--- config.mk ---
export PLATFORM = sky130hd
export DESIGN_NAME = prim_maze_carver_flat
export DESIGN_NICKNAME = d
export VERILOG_FILES = /design/src/hw/rtl/pmc_pkg.sv /design/src/hw/rtl/pmc_cmd_if.sv /design/src/hw/rtl/pmc_res_if.sv /design/src/hw/rtl/pmc_mod_unit.sv /design/src/hw/rtl/prim_maze_carver.sv /design/src/flat_wrapper.sv
export VERILOG_INCLUDE_DIRS = /design/src /design/src/hw/rtl
export SDC_FILE = /design/constraint.sdc
export NUM_CORES = 2
export LEC_CHECK = 0
export BUFFER_PORTS_ARGS = -buffer_cell sky130_fd_sc_hd__buf_4
export CORE_ASPECT_RATIO = 0.7
export CORE_MARGIN = 5
export CORE_UTILIZATION = 55
export CTS_CLUSTER_SIZE = 30
export DETAILED_ROUTE_END_ITERATION = 8
export PLACE_DENSITY = 0.71
export SLEW_MARGIN = 10
export SYNTH_ARGS = -nofsm -noshare
export SYNTH_HDL_FRONTEND = slang
export SYNTH_SLANG_ARGS = --single-unit
--- constraint.sdc ---
create_clock -name clk -period 21.5 [get_ports clk]
set_input_delay 5.375 -clock clk [delete_from_list [all_inputs] [get_ports clk]]
set_output_delay 5.375 -clock clk [all_outputs]
set_load 0.03 [all_outputs]
--- src/hw/rtl/assert_macros.svh ---
// Assertion helpers shared by the RTL. Each use expects clk and rst_n in scope.
`ifndef ASSERT_MACROS_SVH
`define ASSERT_MACROS_SVH

// The consequent must hold in the same cycle as the antecedent.
`define PMC_ASSERT_IMPLIES(label, ante, cons) \
    label: assert property (@(posedge clk) disable iff (!rst_n) (ante) |-> (cons)) \
        else $error("implication check failed");

// The consequent must hold in the cycle after the antecedent.
`define PMC_ASSERT_NEXT(label, ante, cons) \
    label: assert property (@(posedge clk) disable iff (!rst_n) (ante) |=> (cons)) \
        else $error("next-cycle check failed");

// The expression must never be true.
`define PMC_ASSERT_NEVER(label, expr) \
    label: assert property (@(posedge clk) disable iff (!rst_n) !(expr)) \
        else $error("forbidden condition seen");

`endif

--- src/hw/rtl/pmc_pkg.sv ---
package pmc_pkg;

    localparam int RAND_W  = 15;
    localparam int COORD_W = 5;
    localparam int SIZE_W  = 8;

    localparam logic ACT_START = 1'b0;
    localparam logic ACT_STEP  = 1'b1;

    localparam logic [1:0] DIR_UP    = 2'd0;
    localparam logic [1:0] DIR_DOWN  = 2'd1;
    localparam logic [1:0] DIR_LEFT  = 2'd2;
    localparam logic [1:0] DIR_RIGHT = 2'd3;

    typedef struct packed {
        logic              action;
        logic [RAND_W-1:0] pick_random;
        logic [RAND_W-1:0] direction_random;
    } pmc_cmd_t;

    typedef struct packed {
        logic               carved;
        logic               removed;
        logic               done_res;
        logic [COORD_W-1:0] cell_x;
        logic [COORD_W-1:0] cell_y;
        logic [COORD_W-1:0] wall_x;
        logic [COORD_W-1:0] wall_y;
        logic [SIZE_W-1:0]  frontier_size;
    } pmc_res_t;

    typedef struct packed {
        logic busy;
        logic done;
    } pmc_div_stat_t;

endpackage

--- src/hw/rtl/pmc_cmd_if.sv ---
interface pmc_cmd_if;
    import pmc_pkg::*;

    logic     valid;
    logic     ready;
    pmc_cmd_t data;

    modport source (output valid, output data, input ready);
    modport sink (input valid, input data, output ready);
endinterface

--- src/hw/rtl/pmc_res_if.sv ---
interface pmc_res_if;
    import pmc_pkg::*;

    logic     valid;
    logic     ready;
    pmc_res_t data;

    modport source (output valid, output data, input ready);
    modport sink (input valid, input data, output ready);
endinterface

--- src/hw/rtl/pmc_mod_unit.sv ---
`include "assert_macros.svh"

module pmc_mod_unit #(
    parameter int DIVISOR_W = 8
) (
    input  logic                         clk,
    input  logic                         rst_n,
    input  logic                         start,
    input  logic [pmc_pkg::RAND_W-1:0]   dividend,
    input  logic [DIVISOR_W-1:0]         divisor,
    output pmc_pkg::pmc_div_stat_t       stat,
    output logic [DIVISOR_W-1:0]         remainder
);
    import pmc_pkg::*;

    localparam int STEP_W = $clog2(RAND_W);
    localparam logic [STEP_W-1:0] STEP_LAST = STEP_W'(RAND_W - 1);

    logic                 busy_reg, busy_next;
    logic                 done_reg, done_next;
    logic [STEP_W-1:0]    step_reg, step_next;
    logic [RAND_W-1:0]    dvd_reg;
    logic [DIVISOR_W-1:0] dsr_reg;
    logic [DIVISOR_W-1:0] rem_reg;

    logic [DIVISOR_W:0]   trial;
    logic                 trial_ge;
    logic [DIVISOR_W-1:0] rem_step;

    // Restoring remainder: one dividend bit is brought down per cycle.
    always_comb
    begin
        trial    = {rem_reg, dvd_reg[RAND_W-1]};
        trial_ge = (trial >= {1'b0, dsr_reg});
        if (trial_ge)
        begin
            rem_step = DIVISOR_W'(trial - {1'b0, dsr_reg});
        end
        else
        begin
            rem_step = trial[DIVISOR_W-1:0];
        end
    end

    always_comb
    begin
        busy_next = busy_reg;
        done_next = 1'b0;
        step_next = step_reg;
        if (start)
        begin
            busy_next = 1'b1;
            step_next = '0;
        end
        else if (busy_reg)
        begin
            step_next = step_reg + 1'b1;
            if (step_reg == STEP_LAST)
            begin
                busy_next = 1'b0;
                done_next = 1'b1;
            end
        end
    end

    always_ff @(posedge clk or negedge rst_n)
    begin
        if (!rst_n)
        begin
            busy_reg <= 1'b0;
            done_reg <= 1'b0;
            step_reg <= '0;
        end
        else
        begin
            busy_reg <= busy_next;
            done_reg <= done_next;
            step_reg <= step_next;
        end
    end

    always_ff @(posedge clk)
    begin
        if (start)
        begin
            dvd_reg <= dividend;
            dsr_reg <= divisor;
            rem_reg <= '0;
        end
        else if (busy_reg)
        begin
            dvd_reg <= {dvd_reg[RAND_W-2:0], 1'b0};
            rem_reg <= rem_step;
        end
    end

    assign stat.busy = busy_reg;
    assign stat.done = done_reg;
    assign remainder = rem_reg;

    `PMC_ASSERT_IMPLIES(a_rem_below_divisor, done_reg, rem_reg < dsr_reg)
    `PMC_ASSERT_NEVER(a_no_restart_busy, start && busy_reg)
    `PMC_ASSERT_NEXT(a_done_after_last, busy_reg && !start && step_reg == STEP_LAST, done_reg)

endmodule

--- src/hw/rtl/prim_maze_carver.sv ---
// Randomized Prim maze carver over a grid of ((GRID_SIDE-1)/2)^2 cells (15 x 15 by default).
// Each transaction on cmd returns exactly one transaction on res, and cmd is ready only
// while the block is idle. A start item sweeps the visited store one entry per cycle. A
// step first takes a remainder of pick_random by the list size in a shared restoring
// unit, reads the picked entry and probes the four neighbours through the visited
// store's read port. A carve then takes a second remainder for the direction in the
// same unit; a removal shifts the later list entries down through the list's read and
// write ports at one entry per cycle. A step on an empty list answers with done_res set
// and no remainder. A finished result waits in an output register, so the next
// transaction may be accepted before res is taken.
`include "assert_macros.svh"

module prim_maze_carver #(
    parameter int GRID_SIDE = 31
) (
    input  logic       clk,
    input  logic       rst_n,
    pmc_cmd_if.sink    cmd,
    pmc_res_if.source  res
);
    import pmc_pkg::*;

    localparam int SIDE_CELLS = (GRID_SIDE - 1) / 2;
    localparam int CELL_TOTAL = SIDE_CELLS * SIDE_CELLS;
    localparam int CW         = $clog2(SIDE_CELLS);
    localparam int EW         = 2 * CW;
    localparam int AW         = $clog2(CELL_TOTAL);
    localparam int CNT_W      = $clog2(CELL_TOTAL + 1);
    localparam int CX_W       = CW + 3;

    localparam logic [CW-1:0]    SIDE_LAST = CW'(SIDE_CELLS - 1);
    localparam logic [CNT_W-1:0] CNT_FULL  = CNT_W'(CELL_TOTAL);
    localparam logic [2:0]       SCAN_END  = 3'd4;

    localparam logic [3:0] S_IDLE    = 4'd0;
    localparam logic [3:0] S_CLEAR   = 4'd1;
    localparam logic [3:0] S_PICK    = 4'd2;
    localparam logic [3:0] S_LIST_RD = 4'd3;
    localparam logic [3:0] S_CELL    = 4'd4;
    localparam logic [3:0] S_SCAN    = 4'd5;
    localparam logic [3:0] S_DIR     = 4'd6;
    localparam logic [3:0] S_CARVE   = 4'd7;
    localparam logic [3:0] S_SHIFT   = 4'd8;
    localparam logic [3:0] S_EMIT    = 4'd9;

    typedef struct packed {
        logic          inb;
        logic [CW-1:0] ny;
        logic [CW-1:0] nx;
    } nb_t;

    function automatic nb_t nb_calc(input logic [CW-1:0] cx, input logic [CW-1:0] cy,
                                    input logic [1:0] dir);
        nb_t r;
        r.inb = 1'b1;
        r.nx  = cx;
        r.ny  = cy;
        case (dir)
            DIR_UP:
            begin
                r.inb = (cy != '0);
                r.ny  = cy - 1'b1;
            end
            DIR_DOWN:
            begin
                r.inb = (cy != SIDE_LAST);
                r.ny  = cy + 1'b1;
            end
            DIR_LEFT:
            begin
                r.inb = (cx != '0);
                r.nx  = cx - 1'b1;
            end
            DIR_RIGHT:
            begin
                r.inb = (cx != SIDE_LAST);
                r.nx  = cx + 1'b1;
            end
            default:
            begin
                r.inb = 1'b0;
            end
        endcase
        return r;
    endfunction

    function automatic logic [AW-1:0] vis_addr(input logic [CW-1:0] cx,
                                               input logic [CW-1:0] cy);
        return AW'(AW'(cy) * AW'(SIDE_CELLS) + AW'(cx));
    endfunction

    // Control state
    logic [3:0]        state_reg, state_next;
    logic [CNT_W-1:0]  count_reg, count_next;
    logic              res_valid_reg, res_valid_next;

    // Working registers
    logic [RAND_W-1:0] r2_reg, r2_next;
    logic [AW-1:0]     pick_reg, pick_next;
    logic [CW-1:0]     ci_reg, ci_next;
    logic [CW-1:0]     cj_reg, cj_next;
    logic [2:0]        scan_reg, scan_next;
    logic              inb_prev_reg, inb_prev_next;
    logic [3:0]        open_reg, open_next;
    logic [AW-1:0]     clr_reg, clr_next;
    logic [CNT_W-1:0]  shift_rd_reg, shift_rd_next;
    logic [AW-1:0]     shift_wa_reg, shift_wa_next;
    logic              shift_wv_reg, shift_wv_next;
    pmc_res_t          pend_reg, pend_next;
    pmc_res_t          res_data_reg, res_data_next;

    // Frontier list memory
    logic [EW-1:0]     list_mem [CELL_TOTAL];
    logic              list_we;
    logic [AW-1:0]     list_waddr;
    logic [EW-1:0]     list_wdata;
    logic [AW-1:0]     list_raddr;
    logic [EW-1:0]     list_rdata_reg;

    // Visited store
    logic              vis_mem [CELL_TOTAL];
    logic              vis_we;
    logic [AW-1:0]     vis_waddr;
    logic              vis_wdata;
    logic [AW-1:0]     vis_raddr;
    logic              vis_rdata_reg;

    // Shared remainder unit
    logic              div_start;
    logic [RAND_W-1:0] div_dividend;
    logic [CNT_W-1:0]  div_divisor;
    pmc_div_stat_t     div_stat;
    logic [CNT_W-1:0]  div_rem;

    nb_t               scan_nb;
    nb_t               carve_nb;
    logic [1:0]        carve_dir;
    logic [CX_W-1:0]   carve_cx, carve_cy, carve_wx, carve_wy;
    logic [1:0]        scan_prev;

    pmc_mod_unit #(
        .DIVISOR_W (CNT_W)
    ) u_mod (
        .clk       (clk),
        .rst_n     (rst_n),
        .start     (div_start),
        .dividend  (div_dividend),
        .divisor   (div_divisor),
        .stat      (div_stat),
        .remainder (div_rem)
    );

    always_comb
    begin
        scan_nb   = nb_calc(ci_reg, cj_reg, scan_reg[1:0]);
        scan_prev = 2'(scan_reg - 1'b1);
    end

    // The direction is the remainder-th open neighbour in up, down, left, right order.
    always_comb
    begin
        logic [1:0] seen;
        seen      = '0;
        carve_dir = DIR_UP;
        for (int k = 0; k < 4; k++)
        begin
            if (open_reg[k])
            begin
                if (seen == div_rem[1:0])
                begin
                    carve_dir = 2'(k);
                end
                seen = seen + 1'b1;
            end
        end
        carve_nb = nb_calc(ci_reg, cj_reg, carve_dir);
        carve_cx = (CX_W'(carve_nb.nx) << 1) + CX_W'(2);
        carve_cy = (CX_W'(carve_nb.ny) << 1) + CX_W'(2);
        carve_wx = (CX_W'(ci_reg) << 1) + CX_W'(2);
        carve_wy = (CX_W'(cj_reg) << 1) + CX_W'(2);
        case (carve_dir)
            DIR_UP:    carve_wy = carve_wy - 1'b1;
            DIR_DOWN:  carve_wy = carve_wy + 1'b1;
            DIR_LEFT:  carve_wx = carve_wx - 1'b1;
            DIR_RIGHT: carve_wx = carve_wx + 1'b1;
            default:   carve_wx = carve_wx;
        endcase
    end

    always_comb
    begin
        state_next     = state_reg;
        count_next     = count_reg;
        res_valid_next = res_valid_reg;
        res_data_next  = res_data_reg;
        r2_next        = r2_reg;
        pick_next      = pick_reg;
        ci_next        = ci_reg;
        cj_next        = cj_reg;
        scan_next      = scan_reg;
        inb_prev_next  = inb_prev_reg;
        open_next      = open_reg;
        clr_next       = clr_reg;
        shift_rd_next  = shift_rd_reg;
        shift_wa_next  = shift_wa_reg;
        shift_wv_next  = shift_wv_reg;
        pend_next      = pend_reg;

        div_start    = 1'b0;
        div_dividend = r2_reg;
        div_divisor  = '0;

        list_we    = 1'b0;
        list_waddr = '0;
        list_wdata = '0;
        list_raddr = pick_reg;
        vis_we     = 1'b0;
        vis_waddr  = '0;
        vis_wdata  = 1'b0;
        vis_raddr  = vis_addr(scan_nb.nx, scan_nb.ny);

        if (res.ready)
        begin
            res_valid_next = 1'b0;
        end

        case (state_reg)
            S_IDLE:
            begin
                if (cmd.valid)
                begin
                    r2_next = cmd.data.direction_random;
                    if (cmd.data.action == ACT_START)
                    begin
                        clr_next   = AW'(CELL_TOTAL - 1);
                        state_next = S_CLEAR;
                    end
                    else if (count_reg == '0)
                    begin
                        pend_next          = '0;
                        pend_next.done_res = 1'b1;
                        state_next         = S_EMIT;
                    end
                    else
                    begin
                        div_start    = 1'b1;
                        div_dividend = cmd.data.pick_random;
                        div_divisor  = count_reg;
                        state_next   = S_PICK;
                    end
                end
            end
            S_CLEAR:
            begin
                // Sweep downward so that the corner cell is marked on the last write.
                vis_we    = 1'b1;
                vis_waddr = clr_reg;
                vis_wdata = (clr_reg == '0);
                if (clr_reg == '0)
                begin
                    list_we                 = 1'b1;
                    list_waddr              = '0;
                    list_wdata              = '0;
                    count_next              = CNT_W'(1);
                    pend_next               = '0;
                    pend_next.frontier_size = SIZE_W'(1);
                    state_next              = S_EMIT;
                end
                else
                begin
                    clr_next = clr_reg - 1'b1;
                end
            end
            S_PICK:
            begin
                if (div_stat.done)
                begin
                    pick_next  = div_rem[AW-1:0];
                    state_next = S_LIST_RD;
                end
            end
            S_LIST_RD:
            begin
                list_raddr = pick_reg;
                state_next = S_CELL;
            end
            S_CELL:
            begin
                ci_next    = list_rdata_reg[CW-1:0];
                cj_next    = list_rdata_reg[EW-1:CW];
                scan_next  = '0;
                open_next  = '0;
                state_next = S_SCAN;
            end
            S_SCAN:
            begin
                // Probe neighbour k while judging neighbour k-1 from the registered read.
                inb_prev_next = scan_nb.inb;
                scan_next     = scan_reg + 1'b1;
                if (scan_reg != '0)
                begin
                    open_next[scan_prev] = inb_prev_reg && !vis_rdata_reg;
                end
                if (scan_reg == SCAN_END)
                begin
                    if (open_next != '0)
                    begin
                        div_start    = 1'b1;
                        div_dividend = r2_reg;
                        div_divisor  = CNT_W'($countones(open_next));
                        state_next   = S_DIR;
                    end
                    else
                    begin
                        shift_rd_next = CNT_W'(pick_reg) + 1'b1;
                        shift_wv_next = 1'b0;
                        state_next    = S_SHIFT;
                    end
                end
            end
            S_DIR:
            begin
                if (div_stat.done)
                begin
                    state_next = S_CARVE;
                end
            end
            S_CARVE:
            begin
                vis_we    = 1'b1;
                vis_waddr = vis_addr(carve_nb.nx, carve_nb.ny);
                vis_wdata = 1'b1;
                if (count_reg < CNT_FULL)
                begin
                    list_we    = 1'b1;
                    list_waddr = count_reg[AW-1:0];
                    list_wdata = {carve_nb.ny, carve_nb.nx};
                    count_next = count_reg + 1'b1;
                end
                pend_next               = '0;
                pend_next.carved        = 1'b1;
                pend_next.cell_x        = carve_cx[COORD_W-1:0];
                pend_next.cell_y        = carve_cy[COORD_W-1:0];
                pend_next.wall_x        = carve_wx[COORD_W-1:0];
                pend_next.wall_y        = carve_wy[COORD_W-1:0];
                pend_next.done_res      = (count_next == '0);
                pend_next.frontier_size = SIZE_W'(count_next);
                state_next              = S_EMIT;
            end
            S_SHIFT:
            begin
                if (shift_wv_reg)
                begin
                    list_we    = 1'b1;
                    list_waddr = shift_wa_reg;
                    list_wdata = list_rdata_reg;
                end
                if (shift_rd_reg < count_reg)
                begin
                    list_raddr    = shift_rd_reg[AW-1:0];
                    shift_rd_next = shift_rd_reg + 1'b1;
                    shift_wa_next = AW'(shift_rd_reg - 1'b1);
                    shift_wv_next = 1'b1;
                end
                else
                begin
                    shift_wv_next = 1'b0;
                    if (!shift_wv_reg)
                    begin
                        count_next              = count_reg - 1'b1;
                        pend_next               = '0;
                        pend_next.removed       = 1'b1;
                        pend_next.done_res      = (count_reg == CNT_W'(1));
                        pend_next.frontier_size = SIZE_W'(count_reg - 1'b1);
                        state_next              = S_EMIT;
                    end
                end
            end
            S_EMIT:
            begin
                if (!res_valid_reg || res.ready)
                begin
                    res_data_next  = pend_reg;
                    res_valid_next = 1'b1;
                    state_next     = S_IDLE;
                end
            end
            default:
            begin
                state_next = S_IDLE;
            end
        endcase
    end

    always_ff @(posedge clk or negedge rst_n)
    begin
        if (!rst_n)
        begin
            state_reg     <= S_IDLE;
            count_reg     <= '0;
            res_valid_reg <= 1'b0;
        end
        else
        begin
            state_reg     <= state_next;
            count_reg     <= count_next;
            res_valid_reg <= res_valid_next;
        end
    end

    always_ff @(posedge clk)
    begin
        r2_reg       <= r2_next;
        pick_reg     <= pick_next;
        ci_reg       <= ci_next;
        cj_reg       <= cj_next;
        scan_reg     <= scan_next;
        inb_prev_reg <= inb_prev_next;
        open_reg     <= open_next;
        clr_reg      <= clr_next;
        shift_rd_reg <= shift_rd_next;
        shift_wa_reg <= shift_wa_next;
        shift_wv_reg <= shift_wv_next;
        pend_reg     <= pend_next;
        res_data_reg <= res_data_next;
    end

    always_ff @(posedge clk)
    begin
        if (list_we)
        begin
            list_mem[list_waddr] <= list_wdata;
        end
        list_rdata_reg <= list_mem[list_raddr];
    end

    always_ff @(posedge clk)
    begin
        if (vis_we)
        begin
            vis_mem[vis_waddr] <= vis_wdata;
        end
        vis_rdata_reg <= vis_mem[vis_raddr];
    end

    assign cmd.ready = (state_reg == S_IDLE);
    assign res.valid = res_valid_reg;
    assign res.data  = res_data_reg;

    `PMC_ASSERT_NEVER(a_count_in_range, count_reg > CNT_FULL)
    `PMC_ASSERT_NEVER(a_idle_unit_free, state_reg == S_IDLE && div_stat.busy)
    `PMC_ASSERT_NEXT(a_carve_grows, state_reg == S_CARVE, count_reg == $past(count_reg) + 1'b1)

endmodule
--- src/flat_wrapper.sv ---
// flat-port wrapper written by rule: the top's interface ports become plain ports
module prim_maze_carver_flat import pmc_pkg::*;
#(
    parameter int GRID_SIDE = 31
)
  (clk, rst_n, cmd_valid, cmd_data, cmd_ready, res_valid, res_data, res_ready);
  pmc_cmd_if cmd_i ();
  pmc_res_if res_i ();
  input  logic clk;
  input  logic rst_n;
  input wire logic [$bits(cmd_i.valid)-1:0] cmd_valid;
  input wire logic [$bits(cmd_i.data)-1:0] cmd_data;
  output wire logic [$bits(cmd_i.ready)-1:0] cmd_ready;
  output wire logic [$bits(res_i.valid)-1:0] res_valid;
  output wire logic [$bits(res_i.data)-1:0] res_data;
  input wire logic [$bits(res_i.ready)-1:0] res_ready;
  assign cmd_i.valid = cmd_valid;
  assign cmd_i.data = cmd_data;
  assign cmd_ready = cmd_i.ready;
  assign res_valid = res_i.valid;
  assign res_data = res_i.data;
  assign res_i.ready = res_ready;
  prim_maze_carver #(.GRID_SIDE(GRID_SIDE)) u_core (.clk(clk), .rst_n(rst_n), .cmd(cmd_i), .res(res_i));
endmodule
==> metrics.cfg <==
[clock_network]
clkTransAtPathRegs_ps=70
numCtsBuffers=196
htree_levels=4
cts_tree=done
ctsResizeCount=0
hold_buffers=0
clockBufferDepth=3
root_buffer=clkbuf_16
clock_latency_ps=840
postCtsSetupBuffers=0
clock-sinks=2206

[grt]
grt_start_max_net_pins=226
grt_pass1_wl_mm=352
track_usage_pct=26.6
grt_pass1_vias=53800
antenna_found_initial=11
overflow=0

[synth]
syn-cell-area_um2=92000
synth_top_family_by_area=simple AND/OR/NAND/NOR gates
synth_cell_types=79
synth_area_leaders=edfxtp_1 (71%), nand2_1 (4.9%), mux2i_1 (3.8%)
synth-compound-area-share_pct=5.57
synth_mux_area_share_pct=6.55
synth_top_area_share_pct=70.8
yosysWarnings=0
syn_inst=6589
syn_area_per_cell_um2=14.0
synth-edff-count=2170
synth-xor-area-share_pct=0.590
ys_ff_latch=2206
synthArstFlopShare_pct=0.861
seq_area_frac_synth_pct=71.7
yosys.area.top_type=edfxtp_1
synth-simple-area-share_pct=11.6
yosys.area_share.adder_pct=1.42
synth_ff_type=edfxtp_1

[worst_hold_path]
holdPathStages=0
min_to=u_core.res.data[27]$_DFFE_PP_
worstHoldStart=u_core.pend_reg[27]$_DFFE_PP_
hp-class=flip-flop to flip-flop

[layout]
top_regs=u_core.list_mem: 1800 flops, u_core.vis_mem: 225 flops
area_growth_pct=9.52
layout_commonest_cell=edfxtp_1
layout-drive-gt1-share_pct=9.07
finalInstanceArea_um2=101000
mostFrequentLayoutCells=edfxtp_1 (2170), nand2_1 (1193), nor2_1 (577)
regArea_um2=66000
multiInputGateArea_um2=24000
top_register=u_core.list_mem
nFillCells=12400
fin_nets=6661
largest_register_ff_count=1800

[placed_design]
placed_area_um2=94400
globalplace.congestion=0.889
hpwl_mm=141
io_buffers=65

[floorplan]
start_util_pct=55.4
die_y_um=352
dieArea_um2=176000
core_um2=166000
fp.dieW_um=499
fp-row-count=125
io_pins=68

[timing]
setup_tns_ps=0
slew_violations=0
period_share_pct=35.5
slew_headroom_pct=10.9
finClkSkew_ps=37.4
layout_min_cycle_time_ps=7640
setup_viol=0
max_freq_mhz=131
worst_pin_slew_ps=1320
finalHoldViolCount=0
rsz0062_at_grt=false

[worst_setup_path]
timing.critical_path.mode_cell=buf_4
endpoint_kind=flip-flop
reg2reg_slack_ps=13860
cpPeakStageDelay_ps=1130
r2r-start=u_core.count_reg[4]$_DFFE_PN0P_
crit_family=buffers and inverters
cp_data_required_time_ps=22240
critPathArrivalTime_ps=8380
r2r-end=u_core.list_rdata_reg[1]$_DFF_P_
crit_chain=clkinv_1, ha_1, nand4_1, a21oi_1, a2111o_2, buf_4, a21o_4, buf_4, buf_12, buf_4, nand2_1, nand3_1, o2111ai_1, nor4b_1, nor4_2, nor3_1
r2r_cells=16
critPathSlowestCell=nor4b_1
critical_path_class=flip-flop to flip-flop
critPathMaxFanout=196
start_kind=flip-flop
crit_buf_inv=5

[drt]
firstDrtPassIters=6
wl_per_cell_um=26.8
drtAntennaViolNets=0
wl_mm=239
route.vias.total=56900
initialDrtViolationCount=8785
vias_per_cell=6.38
drcViolationCount=0

[power_and_ir_drop]
peakVddDrop_mv=0.463
swShare_pct=32.7
power.share.sequential_pct=40.1
internal_power_uw=8680
pwr-share-clk_pct=27.1
p_leak_uw=0.0344
switchingPower_uw=4220
combinationalPowerShare_pct=32.9
p_per_area_nw_per_um2=128

[run_status]
outcome=completed

[flow_run]
drv_cap=0

## cell families after synthesis
logic type                 after synthesis
xor gates and xnor gates                62
muxes                                  470
buffers and inverters                  511
adders and majority gates               95
AOI/OAI and AO/OA                      741
other                                    1
and+or+nand+nor                       2503
DFF                                   2206
## per-stage QoR
| stage | instances | worst slack (ps) | hold slack [ps] | power (µW) | util [%] |
|---|---|---|---|---|---|
| floorplan | 6590 | 8260 | 400 | 8230 | - |
| global placement | 8554 | 13710 | 405 | 9390 | 56.8 |
| detailed placement | 8555 | 13680 | 405 | 9430 | 56.8 |
| CTS | 8918 | 13940 | 418 | 12900 | 60.6 |
| global route | 8918 | 13430 | 423 | 13500 | 60.7 |
| finish | 8921 | 13860 | 416 | 12900 | 60.7 |
## how the worst max path moves through the flow
stage                                           from                           endpoint  depth (start not counted)
floorplan           u_core.open_reg[0]$_SDFFCE_PN0P_    u_core.list_mem[0][6]$_DFFE_PP_                         11
global placement                        cmd_data[30]  u_core.u_mod.dsr_reg[4]$_DFFE_PP_                          6
detailed placement                      cmd_data[30]  u_core.u_mod.dsr_reg[4]$_DFFE_PP_                          6
CTS                 u_core.open_reg[0]$_SDFFCE_PN0P_      u_core.vis_mem[149]$_DFFE_PP_                         23
global route        u_core.open_reg[0]$_SDFFCE_PN0P_      u_core.vis_mem[154]$_DFFE_PP_                         23
finish               u_core.count_reg[4]$_DFFE_PN0P_   u_core.list_rdata_reg[1]$_DFF_P_                         16
## metal layers
layer	routed length, µm	GRT usage [%]	up-vias
met2	102000	37.4	3519
met5	23	0	-
met4	7940	9.33	4
li1	-	-	24600
met3	31500	7.07	463
met1	97300	40.5	28400
## cell usage after synthesis (all sizes together) (14+ instances only)
| cell | number |
|---|---|
| a32oi | 56 |
| xor2 | 27 |
| edfxtp | 2170 |
| nor2b | 30 |
| o21ai | 81 |
| a31oi | 89 |
| a22oi | 51 |
| buf | 196 |
| nand3 | 467 |
| dfrtp | 19 |
| and2 | 19 |
| a211oi | 44 |
| dfxtp | 17 |
| inv | 95 |
| nor2 | 578 |
| nor4 | 32 |
| and3 | 20 |
| a22o | 14 |
| ha | 79 |
| clkbuf | 218 |
| o2111ai | 50 |
| mux2i | 354 |
| nand2 | 1202 |
| fa | 16 |
| a221oi | 77 |
| mux4 | 104 |
| nor3 | 33 |
| xnor2 | 35 |
| nand4 | 70 |
| a21oi | 179 |
| o22ai | 21 |
## area by class of cell
type                    count  area share (%)
clock inverters           105           0.894
well taps                2222            2.76
multi-input cells        3873            23.8
inverters                  97           0.363
repair buffers            157            1.27
clock buffers             258            5.39
diodes                      3         0.00745
flip-flops and latches   2206            65.5
## power groups by stage
stage          logic (µW)  registers [µW]  clock network (µW)
2_1_floorplan        2950            5280                   0
3_3_place_gp         4140            5250                   0
3_5_place_dp         4170            5260                   0
4_1_cts              4200            5170                3520
5_1_grt              4560            5180                3720
6_report             4240            5170                3500
No activity file was read; power rests on OpenSTA's default activity.
